===== src/bls_pkg.sv =====
// Shared types and constants for the Bresenham line stepper.
package bls_pkg;

    localparam int COORD_BITS_DEFAULT = 12;
    localparam int DIM_W = 12;
    localparam int ADDR_W = 22;
    localparam int COLOR_W = 24;
    localparam int APB_DATA_W = 32;
    localparam int APB_ADDR_W = 3;
    localparam int REG_SEL_BIT = 2;

    localparam logic [DIM_W-1:0] FRAME_WIDTH_RESET = 12'd640;
    localparam logic [DIM_W-1:0] FRAME_HEIGHT_RESET = 12'd480;

    typedef enum logic {
        OP_LOAD = 1'b0,
        OP_STEP = 1'b1
    } opcode_t;

    typedef enum logic {
        REG_FRAME_WIDTH = 1'b0,
        REG_FRAME_HEIGHT = 1'b1
    } reg_sel_t;

endpackage


===== src/bresenham_line_stepper.sv =====
// Bresenham line stepper top level: line state, pixel generation and output skid stage.

// A load beat (opcode 0) latches two signed endpoints and a color and gives no
// result; each step beat (opcode 1) while a line is active gives one pixel with
// its coordinates, its linear address x + frame_width * y (zero outside the
// frame), an inside flag, the color and a last flag at the endpoint, and then
// advances the error term unless it ends the line. The block takes one beat per
// clock cycle while in_stall is low: the error update is a single add and compare
// on the line registers. A result, its address from the one 12 by 12 multiplier,
// is registered in the output register or, while that is held, in the skid
// register, which absorbs one result, so in_stall rises only after out_stall has
// held back two results. The user must write frame width and height through the
// APB port at byte addresses 0 and 4 while no line is in flight; nothing enforces it.
module bresenham_line_stepper #(
    parameter int COORD_BITS = bls_pkg::COORD_BITS_DEFAULT
) (
    input  logic                            clk,
    input  logic                            rst_n,

    input  logic                            psel,
    input  logic                            penable,
    input  logic                            pwrite,
    input  logic [bls_pkg::APB_ADDR_W-1:0]  paddr,
    input  logic [bls_pkg::APB_DATA_W-1:0]  pwdata,
    output logic [bls_pkg::APB_DATA_W-1:0]  prdata,
    output logic                            pready,

    input  logic                            in_valid,
    output logic                            in_stall,
    input  logic                            opcode,
    input  logic signed [COORD_BITS-1:0]    start_x,
    input  logic signed [COORD_BITS-1:0]    start_y,
    input  logic signed [COORD_BITS-1:0]    end_x,
    input  logic signed [COORD_BITS-1:0]    end_y,
    input  logic [bls_pkg::COLOR_W-1:0]     line_color,

    output logic                            out_valid,
    input  logic                            out_stall,
    output logic signed [COORD_BITS-1:0]    pixel_x,
    output logic signed [COORD_BITS-1:0]    pixel_y,
    output logic [bls_pkg::ADDR_W-1:0]      pixel_address,
    output logic                            inside_frame,
    output logic [bls_pkg::COLOR_W-1:0]     pixel_color,
    output logic                            last_pixel
);

    localparam int SPAN_W = COORD_BITS + 1;
    localparam int ERR_W = COORD_BITS + 3;
    localparam int E2_W = COORD_BITS + 4;
    localparam int DIM_W = bls_pkg::DIM_W;
    localparam int ADDR_W = bls_pkg::ADDR_W;
    localparam int COLOR_W = bls_pkg::COLOR_W;

    logic [DIM_W-1:0] frame_width_reg;
    logic [DIM_W-1:0] frame_height_reg;

    logic signed [COORD_BITS-1:0] pos_x_reg, pos_x_next;
    logic signed [COORD_BITS-1:0] pos_y_reg, pos_y_next;
    logic signed [COORD_BITS-1:0] target_x_reg, target_x_next;
    logic signed [COORD_BITS-1:0] target_y_reg, target_y_next;
    logic signed [SPAN_W-1:0]     span_x_reg, span_x_next;
    logic signed [SPAN_W-1:0]     span_y_neg_reg, span_y_neg_next;
    logic                         step_x_neg_reg, step_x_neg_next;
    logic                         step_y_neg_reg, step_y_neg_next;
    logic signed [ERR_W-1:0]      err_reg, err_next;
    logic [COLOR_W-1:0]           color_reg, color_next;
    logic                         active_reg, active_next;

    logic                         accept;
    logic                         is_step;
    logic                         res_valid;

    logic signed [SPAN_W-1:0]     load_dx;
    logic signed [SPAN_W-1:0]     load_dy;
    logic signed [SPAN_W-1:0]     load_span_x;
    logic signed [SPAN_W-1:0]     load_span_y_neg;

    logic signed [E2_W-1:0]       e2;
    logic                         move_x;
    logic                         move_y;
    logic signed [ERR_W-1:0]      err_add_x;
    logic signed [ERR_W-1:0]      err_add_y;

    logic [ADDR_W-1:0]            x_ext;
    logic [ADDR_W-1:0]            y_ext;
    logic [2*DIM_W-1:0]           row_offset;
    logic                         res_inside;
    logic                         res_last;
    logic [ADDR_W-1:0]            res_addr;

    logic                         out_valid_reg;
    logic signed [COORD_BITS-1:0] out_x_reg;
    logic signed [COORD_BITS-1:0] out_y_reg;
    logic [ADDR_W-1:0]            out_addr_reg;
    logic                         out_inside_reg;
    logic [COLOR_W-1:0]           out_color_reg;
    logic                         out_last_reg;

    logic                         skid_valid_reg;
    logic signed [COORD_BITS-1:0] skid_x_reg;
    logic signed [COORD_BITS-1:0] skid_y_reg;
    logic [ADDR_W-1:0]            skid_addr_reg;
    logic                         skid_inside_reg;
    logic [COLOR_W-1:0]           skid_color_reg;
    logic                         skid_last_reg;

    logic                         out_free;
    logic                         cfg_write;
    logic                         cfg_sel;

    // Configuration port.
    assign pready = 1'b1;
    assign cfg_write = psel && penable && pwrite;
    assign cfg_sel = paddr[bls_pkg::REG_SEL_BIT];

    always_ff @(posedge clk or negedge rst_n)
    begin
        if (!rst_n)
        begin
            frame_width_reg <= bls_pkg::FRAME_WIDTH_RESET;
            frame_height_reg <= bls_pkg::FRAME_HEIGHT_RESET;
        end
        else if (cfg_write)
        begin
            case (cfg_sel)
                bls_pkg::REG_FRAME_WIDTH:  frame_width_reg <= pwdata[DIM_W-1:0];
                bls_pkg::REG_FRAME_HEIGHT: frame_height_reg <= pwdata[DIM_W-1:0];
                default:                   frame_width_reg <= frame_width_reg;
            endcase
        end
    end

    always_comb
    begin
        case (cfg_sel)
            bls_pkg::REG_FRAME_WIDTH:  prdata = bls_pkg::APB_DATA_W'(frame_width_reg);
            bls_pkg::REG_FRAME_HEIGHT: prdata = bls_pkg::APB_DATA_W'(frame_height_reg);
            default:                   prdata = '0;
        endcase
    end

    // Input handshake.
    assign in_stall = skid_valid_reg;
    assign accept = in_valid && !in_stall;
    assign is_step = (opcode == bls_pkg::OP_STEP);
    assign res_valid = accept && is_step && active_reg;

    // Line setup for a load beat.
    assign load_dx = SPAN_W'(end_x) - SPAN_W'(start_x);
    assign load_dy = SPAN_W'(end_y) - SPAN_W'(start_y);
    assign load_span_x = load_dx[SPAN_W-1] ? -load_dx : load_dx;
    assign load_span_y_neg = load_dy[SPAN_W-1] ? load_dy : -load_dy;

    // Pixel at the current position.
    assign x_ext = ADDR_W'(unsigned'(pos_x_reg));
    assign y_ext = ADDR_W'(unsigned'(pos_y_reg));
    assign row_offset = frame_width_reg * y_ext[DIM_W-1:0];
    assign res_inside = !pos_x_reg[COORD_BITS-1] && !pos_y_reg[COORD_BITS-1]
                        && (x_ext < ADDR_W'(frame_width_reg))
                        && (y_ext < ADDR_W'(frame_height_reg));
    assign res_last = (pos_x_reg == target_x_reg) && (pos_y_reg == target_y_reg);
    assign res_addr = res_inside ? (x_ext + row_offset[ADDR_W-1:0]) : '0;

    // Error term advance.
    assign e2 = E2_W'(err_reg) <<< 1;
    assign move_x = e2 > E2_W'(span_y_neg_reg);
    assign move_y = e2 < E2_W'(span_x_reg);
    assign err_add_x = move_x ? ERR_W'(span_y_neg_reg) : '0;
    assign err_add_y = move_y ? ERR_W'(span_x_reg) : '0;

    always_comb
    begin
        pos_x_next = pos_x_reg;
        pos_y_next = pos_y_reg;
        target_x_next = target_x_reg;
        target_y_next = target_y_reg;
        span_x_next = span_x_reg;
        span_y_neg_next = span_y_neg_reg;
        step_x_neg_next = step_x_neg_reg;
        step_y_neg_next = step_y_neg_reg;
        err_next = err_reg;
        color_next = color_reg;
        active_next = active_reg;

        if (accept && !is_step)
        begin
            pos_x_next = start_x;
            pos_y_next = start_y;
            target_x_next = end_x;
            target_y_next = end_y;
            span_x_next = load_span_x;
            span_y_neg_next = load_span_y_neg;
            step_x_neg_next = !(start_x < end_x);
            step_y_neg_next = !(start_y < end_y);
            err_next = ERR_W'(load_span_x) + ERR_W'(load_span_y_neg);
            color_next = line_color;
            active_next = 1'b1;
        end
        else if (res_valid)
        begin
            if (res_last)
            begin
                active_next = 1'b0;
            end
            else
            begin
                err_next = err_reg + err_add_x + err_add_y;
                if (move_x)
                begin
                    pos_x_next = step_x_neg_reg ? pos_x_reg - COORD_BITS'(1)
                                                : pos_x_reg + COORD_BITS'(1);
                end
                if (move_y)
                begin
                    pos_y_next = step_y_neg_reg ? pos_y_reg - COORD_BITS'(1)
                                                : pos_y_reg + COORD_BITS'(1);
                end
            end
        end
    end

    always_ff @(posedge clk or negedge rst_n)
    begin
        if (!rst_n)
        begin
            pos_x_reg <= '0;
            pos_y_reg <= '0;
            target_x_reg <= '0;
            target_y_reg <= '0;
            span_x_reg <= '0;
            span_y_neg_reg <= '0;
            step_x_neg_reg <= 1'b0;
            step_y_neg_reg <= 1'b0;
            err_reg <= '0;
            color_reg <= '0;
            active_reg <= 1'b0;
        end
        else
        begin
            pos_x_reg <= pos_x_next;
            pos_y_reg <= pos_y_next;
            target_x_reg <= target_x_next;
            target_y_reg <= target_y_next;
            span_x_reg <= span_x_next;
            span_y_neg_reg <= span_y_neg_next;
            step_x_neg_reg <= step_x_neg_next;
            step_y_neg_reg <= step_y_neg_next;
            err_reg <= err_next;
            color_reg <= color_next;
            active_reg <= active_next;
        end
    end

    // Output register with one skid entry behind it.
    assign out_free = !out_valid_reg || !out_stall;

    always_ff @(posedge clk or negedge rst_n)
    begin
        if (!rst_n)
        begin
            out_valid_reg <= 1'b0;
            skid_valid_reg <= 1'b0;
        end
        else if (skid_valid_reg)
        begin
            if (out_free)
            begin
                out_valid_reg <= 1'b1;
                skid_valid_reg <= 1'b0;
            end
        end
        else if (res_valid)
        begin
            if (out_free)
            begin
                out_valid_reg <= 1'b1;
            end
            else
            begin
                skid_valid_reg <= 1'b1;
            end
        end
        else if (out_free)
        begin
            out_valid_reg <= 1'b0;
        end
    end

    always_ff @(posedge clk)
    begin
        if (skid_valid_reg)
        begin
            if (out_free)
            begin
                out_x_reg <= skid_x_reg;
                out_y_reg <= skid_y_reg;
                out_addr_reg <= skid_addr_reg;
                out_inside_reg <= skid_inside_reg;
                out_color_reg <= skid_color_reg;
                out_last_reg <= skid_last_reg;
            end
        end
        else if (res_valid)
        begin
            if (out_free)
            begin
                out_x_reg <= pos_x_reg;
                out_y_reg <= pos_y_reg;
                out_addr_reg <= res_addr;
                out_inside_reg <= res_inside;
                out_color_reg <= color_reg;
                out_last_reg <= res_last;
            end
            else
            begin
                skid_x_reg <= pos_x_reg;
                skid_y_reg <= pos_y_reg;
                skid_addr_reg <= res_addr;
                skid_inside_reg <= res_inside;
                skid_color_reg <= color_reg;
                skid_last_reg <= res_last;
            end
        end
    end

    assign out_valid = out_valid_reg;
    assign pixel_x = out_x_reg;
    assign pixel_y = out_y_reg;
    assign pixel_address = out_addr_reg;
    assign inside_frame = out_inside_reg;
    assign pixel_color = out_color_reg;
    assign last_pixel = out_last_reg;

    // The skid entry only fills behind a held output beat.
    assert property (@(posedge clk) disable iff (!rst_n)
        skid_valid_reg |-> out_valid_reg)
    else $error("skid entry valid without a valid output beat");

    // A step at the endpoint ends the line.
    assert property (@(posedge clk) disable iff (!rst_n)
        (res_valid && res_last) |=> !active_reg)
    else $error("line still active after its last pixel");

    // Pixels outside the frame carry a zero address.
    assert property (@(posedge clk) disable iff (!rst_n)
        (out_valid_reg && !out_inside_reg) |-> (out_addr_reg == '0))
    else $error("nonzero address on a pixel outside the frame");

    // Results only come from steps taken while a line is active.
    assert property (@(posedge clk) disable iff (!rst_n)
        (!out_valid_reg && !skid_valid_reg && !active_reg) |=> !skid_valid_reg)
    else $error("skid entry filled without an active line");

endmodule

===== config.mk =====
export PLATFORM = sky130hd
export DESIGN_NAME = bresenham_line_stepper
export DESIGN_NICKNAME = d
export VERILOG_FILES = /design/src/bls_pkg.sv /design/src/bresenham_line_stepper.sv
export SDC_FILE = /design/constraint.sdc
export NUM_CORES = 1
export LEC_CHECK = 0
export BUFFER_PORTS_ARGS = -buffer_cell sky130_fd_sc_hd__buf_2
export CAP_MARGIN = 25
export CORE_ASPECT_RATIO = 1.25
export CORE_MARGIN = 1
export CORE_UTILIZATION = 50
export DETAILED_ROUTE_END_ITERATION = 7
export PLACE_DENSITY = 0.75
export SYNTH_ARGS = -nofsm -noshare
export SYNTH_HDL_FRONTEND = slang
export SYNTH_SLANG_ARGS = --single-unit

===== constraint.sdc =====
create_clock -name clk -period 8 [get_ports clk]
set_input_delay 1.6 -clock clk [delete_from_list [all_inputs] [get_ports clk]]
set_output_delay 1.6 -clock clk [all_outputs]
set_load 0.05 [all_outputs]

Word-level counts from Yosys, hierarchy flattened:

Index checks and enable logic that the tools add are counted.

* output and inout port bits: 107
* word-level logic and storage cells: 138
* input port bits: 115
* bits in registers: 286

* order comparisons: 6
* equal/unequal tests: 3
* reduce and logical (&&, ||, !) cells: 33
* bitwise operators: 3
* add/sub/neg operators: 12
* multipliers: 1
* mux-type cells: 53

Operators by type and width (number)
* $mux 12: 18
* $mux 22: 5
* $mux 24: 4
* $mux 15: 5
* $pmux 32 s2: 1
* $lt 12x12->1: 4
* $add 15x15->15: 2
* $mux 13: 2
* $neg 13->13: 2
* $sub 12x12->13: 2
* $add 12x2->12 const B: 2
* $eq 12x12->1: 2
* $sub 12x2->12 const B: 2
* $add 12x22->22: 1
* $mul 12x12->22: 1
* $mux 1: 18
* $gt 16x13->1: 1
* $lt 16x13->1: 1
* $add 13x13->14: 1
* $logic_and 1x1->1: 10
* $reduce_and 2->1: 5
* $reduce_bool 2->1: 5
* $reduce_and 3->1: 3
* $logic_not 1->1: 8
* 4 further kinds: 6

Longest topological paths before layout:

* depth in word-level cells: 8
* gate-level depth with buffers: 23
* gate-level depth less buffers: 22

Least setup slack after synthesis:

No wires, ideal clock.

* kind: register to register
* from: reg pos_y_reg[0]
* to: reg out_addr_reg[21], in the netlist pixel_address[21] (data pin)
* slack: 2006 ps
* path buffers: 2
* data arrival time: 5725 ps
* clock period less this slack: 5994 ps
* stages on the path, launching flop included: 24
* required time: 7732 ps
* library setup time: 268 ps
* path through: dfrtp_1 clkbuf_1 inv_1 clkbuf_1 nor2_1 fa_1 inv_1 fa_1 inv_1 fa_1 fa_1 inv_1 fa_1 inv_1 ha_1 o21ai_0 a21oi_1 a2111oi_0 o41ai_2 a41oi_1 o21a_1 nor3_1 xor2_1 o31ai_1

* longest elaborated chain between the ends: 6
* elaborated cells between the ends (all ways): 8
* classes of those cells: add/sub (1); mul (1); order compare (1); mux (4); reduce/logical (1)

RTL lines
* from (decl): line bresenham_line_stepper.sv:58 `logic signed [COORD_BITS-1:0] pos_y_reg, pos_y_next;`
* from (signal assigned): line bresenham_line_stepper.sv:241 `pos_y_reg <= pos_y_next;`
* $mul 12x12->22 / $lt 12x12->1 (equally long branches): line bresenham_line_stepper.sv:157, bresenham_line_stepper.sv:160
* $add 12x22->22 / $logic_and 1x1->1 (equally long branches): line bresenham_line_stepper.sv:162, bresenham_line_stepper.sv:160
* $mux 22 (*): line bresenham_line_stepper.sv:162 `assign res_addr = res_inside ? (x_ext + row_offset[ADDR_W-1:0]) : '0;`
* $mux 22 (*): line bresenham_line_stepper.sv:305 `if (out_free)`
* $mux 22 (*): line bresenham_line_stepper.sv:303 `else if (res_valid)`
* $mux 22 (*): line bresenham_line_stepper.sv:291 `if (skid_valid_reg)`
* to (signal assigned): line bresenham_line_stepper.sv:297 `out_addr_reg <= skid_addr_reg;`
* to (signal assigned): line bresenham_line_stepper.sv:309 `out_addr_reg <= res_addr;`
* to (decl): line bresenham_line_stepper.sv:94 `logic [ADDR_W-1:0] out_addr_reg;`

Every way passes the cells marked *; elsewhere a longest branch is shown, timed or not. The select of a mux whose other input is x is not followed.
A chain may end at the register's enable or synchronous reset.

Worst setup path in the final report:

* from: reg pos_y_reg[1]
* to: reg out_addr_reg[21], in the netlist pixel_address[21] (data pin)

The elaborated chain is that of the path after synthesis.

==> summary.md <==
| Metric | Value |
|---|---|
| Worst skew pair latency | 0.58 ns |
| CTS tree | built |
| CTS Buffer Depth | 3 |
| Via count | 16124 |
| F_max | 153.2 MHz |
| Most frequent cell after synthesis | nand2_1 |
| Hpwl dp | 40.72 mm |
| DR vias/cell | 5.554 |
| Synth top area cells | edfxtp_1 (20%), dfrtp_1 (16%), fa_1 (12%) |
| Global-route wire length before repair | 84.44 mm |
| Share of the synthesized area in the top cell type | 20.00% |
| Ys flop type | edfxtp_1 |
| RR Startpoint | pos_y_reg[1]$_DFFE_PN0P_ |
| Clock H-tree levels | 1 |
| CP arrival | 6.83 ns |
| Crit path max fanout | 12 |
| Area leader, netlist | edfxtp_1 |
| Distinct cells, synth | 85 |
| DIE AREA | 44080 um2 |
| CP startpoint kind | flop |
| Final Hold Viols | 0 |
| Critical path's top delay family | adder cells |
| DR pass1 iterations | 6 |
| CTS sink count | 286 |
| Post-cts gate resize count | 0 |
| Critical path class | flop to flop |
| Initial Utilization | 51.04% |
| TritonCTS Buffers | 30 |
| Synth top cells by count | nand2_1 (316), inv_1 (269), ha_1 (186), edfxtp_1 (144), dfrtp_1 (136) |
| Final std cells w/o fill | 2903 |
| Crit path buf inv count | 5 |
| Total Routing Usage GR | 24.34% |
| Critical Path End Type | flop |
| Worst min path class | flop to flop |
| Max Cap Violations | 0 |
| CP max-delay cell | fa_1 |
| Setup TNS | 0 ns |
| Total Wirelength | 53.14 mm |
| Worst path max stage delay | 0.53 ns |
| R2R setup slack | 1.47 ns |
| Final Cycle Share | 81.61% |
| Worst clock skew | 0.01850 ns |
| Grt total ovfl | 0 |
| Root Buffer | clkbuf_16 |
| Fin. max-slew vios | 0 |
| Yosys warning count | 0 |
| ANT nets after route | 0 |
| RSZ-0062 raised after global routing | no |
| Sequential share of the synthesized area | 36.47% |
| Asr flop ratio synth | 49.65% |
| Die width | 188.0 um |
| HP Start | color_reg[4]$_DFFE_PN0P_ |
| FF+latch count, synth | 286 |
| Layout cells sized above 1 | 15.70% |
| Count of final setup violators | 0 |
| # IOs | 222 |
| Hold path endpoint | skid_color_reg[4]$_DFFE_PP_ |
| Number of post-CTS setup repair buffers | 0 |
| Crit-path cells | inv_1 -> nor2_1 -> fa_1 -> inv_1 -> fa_1 -> inv_1 -> fa_1 -> fa_1 -> inv_1 -> fa_1 -> inv_1 -> ha_1 -> o21ai_0 -> a21oi_1 -> a2111oi_0 -> o41ai_2 -> a41oi_1 -> o21a_1 -> nor3_1 -> xor2_1 -> o31ai_1 |
| # hold bufs at CTS | 0 |
| Largest net degree at the start of global routing | 87 |
| WP data required | 8.30 ns |
| Vias in the first global route | 16291 |
| Drt wl/cell | 18.30 um |
| Initial antenna violation count | 3 |
| Reg-to-reg endpoint | pixel_address[21]$_DFFE_PP_ |
| Die height | 234.5 um |
| Util after Layout | 56.67% |
| Placement Rows | 84 |
| Worst-margin pin slew | 0.9845 ns |
| Avg Cell Area, Syn | 9.967 um2 |
| First-iteration detailed-routing DRC count | 948 |
| Pre-CTS setup slack | 1.376 ns |
| Core Area | 42360 um2 |
| Hold depth | 0 |
| Drt drc | 0 |
| Mapped Cells | 2169 |
| Area growth syn-to-layout | 11.02% |
| Outcome | completed |
| Placed cells | 2841 |
| Minimum clock period | 6.529 ns |
| Final nets | 2745 |
| Slew HR | 34.37% |
| Placer's final routability congestion estimate | 0.9058 |
| CTS clock-pin slew for the worst setup and hold paths | 0.06 ns |
| Worst-case reg-to-reg path depth | 21 |
| Mapped Area | 21620 um2 |
| PortBufs | 178 |
| EDFF count, synth | 144 |
| Final worst setup slack | 1.471 ns |
cell usage in the layout (no fill, tap or decap), drive strengths merged, types with 6 or more instances in the layout:
cell    Yosys  routed
dfrtp     136     136
o21ai     106     106
clkbuf     69      36
a21oi      63      63
mux2i      12      12
a31oi      12      12
dfstp       6       6
clkinv      0       9
buf        29     192
a21o       21      21
o21a       18      18
nand4      12      12
nor3       31      31
o221ai     12      12
mux2       88      88
a221o       6       6
nand2     316     316
nand3      25      25
a211oi     12      12
o31ai      23      23
o211ai      6       6
fa        130     130
nor2      125     125
nor2b      17      17
xnor2      73      73
a22oi       8       8
and2       68      68
ha        186     186
inv       270     275
nor4       10      10
diode       0       6
xor2       41      41
conb        2      21
or3         7       7
edfxtp    144     144
nand2b     15      15
area by class of cell:
type | count | area, um2
diodes | 6 | 15.01
clock buffers | 36 | 783.3
clock inverters | 20 | 210.2
fillers | 3667 | 18350
inverters | 270 | 1013
multi-input cells | 1534 | 12390
flip-flops and latches | 286 | 7889
well taps | 559 | 699.4
repair buffers | 192 | 1002
cells by family after synthesis:
| logic type | Yosys count | share of synthesized area (%) |
|---|---|---|
| XOR/XNOR | 114 | 4.618 |
| other | 2 | 0.03474 |
| buffers and inverters | 368 | 6.823 |
| AO/OA/AOI/OAI | 335 | 10.33 |
| AND/OR/NAND/NOR | 648 | 13.76 |
| flip-flops | 286 | 36.47 |
| adder cells (fa/ha/maj) | 316 | 22.80 |
| multiplexers | 100 | 5.157 |
through the flow:
step                      hold slack, ns  instance area (um2)
after floorplan                   0.4231                21690
after global placement            0.4521                22990
after detailed placement          0.4593                22990
after CTS                         0.4742                23990
after global routing              0.4912                23990
final                             0.4735                24000
worst max-delay path by stage:
stage | from | endpoint | slack, ns | cells after the start
finish | pos_y_reg[1]$_DFFE_PN0P_ | pixel_address[21]$_DFFE_PP_ | 1.47 | 21
detailed placement | end_x[0] | err_reg[14]$_DFFE_PN0P_ | 1.38 | 23
global route | pos_y_reg[1]$_DFFE_PN0P_ | pixel_address[21]$_DFFE_PP_ | 0.94 | 21
global placement | end_y[0] | err_reg[14]$_DFFE_PN0P_ | 1.52 | 22
floorplan | pos_y_reg[0]$_DFFE_PN0P_ | pixel_address[21]$_DFFE_PP_ | 2.01 | 23
CTS | pos_y_reg[1]$_DFFE_PN0P_ | pixel_address[21]$_DFFE_PP_ | 1.48 | 21
metal layers:
metal / wire (um) / global-route usage [%] / share of wire (%) / vias up
met4: 2923 / 13.59 / 5.5 / 0
met1: 20600 / 29.06 / 39 / 7859
met2: 27180 / 43.48 / 51 / 539
met5: 0 / 0 / 0 / -
li1: - / - / - / 7582
met3: 2428 / 2.027 / 4.6 / 144
Power is left out: the tool's default activity adds up to more than one toggle a clock period on the data nets, which glitch-free logic cannot reach.
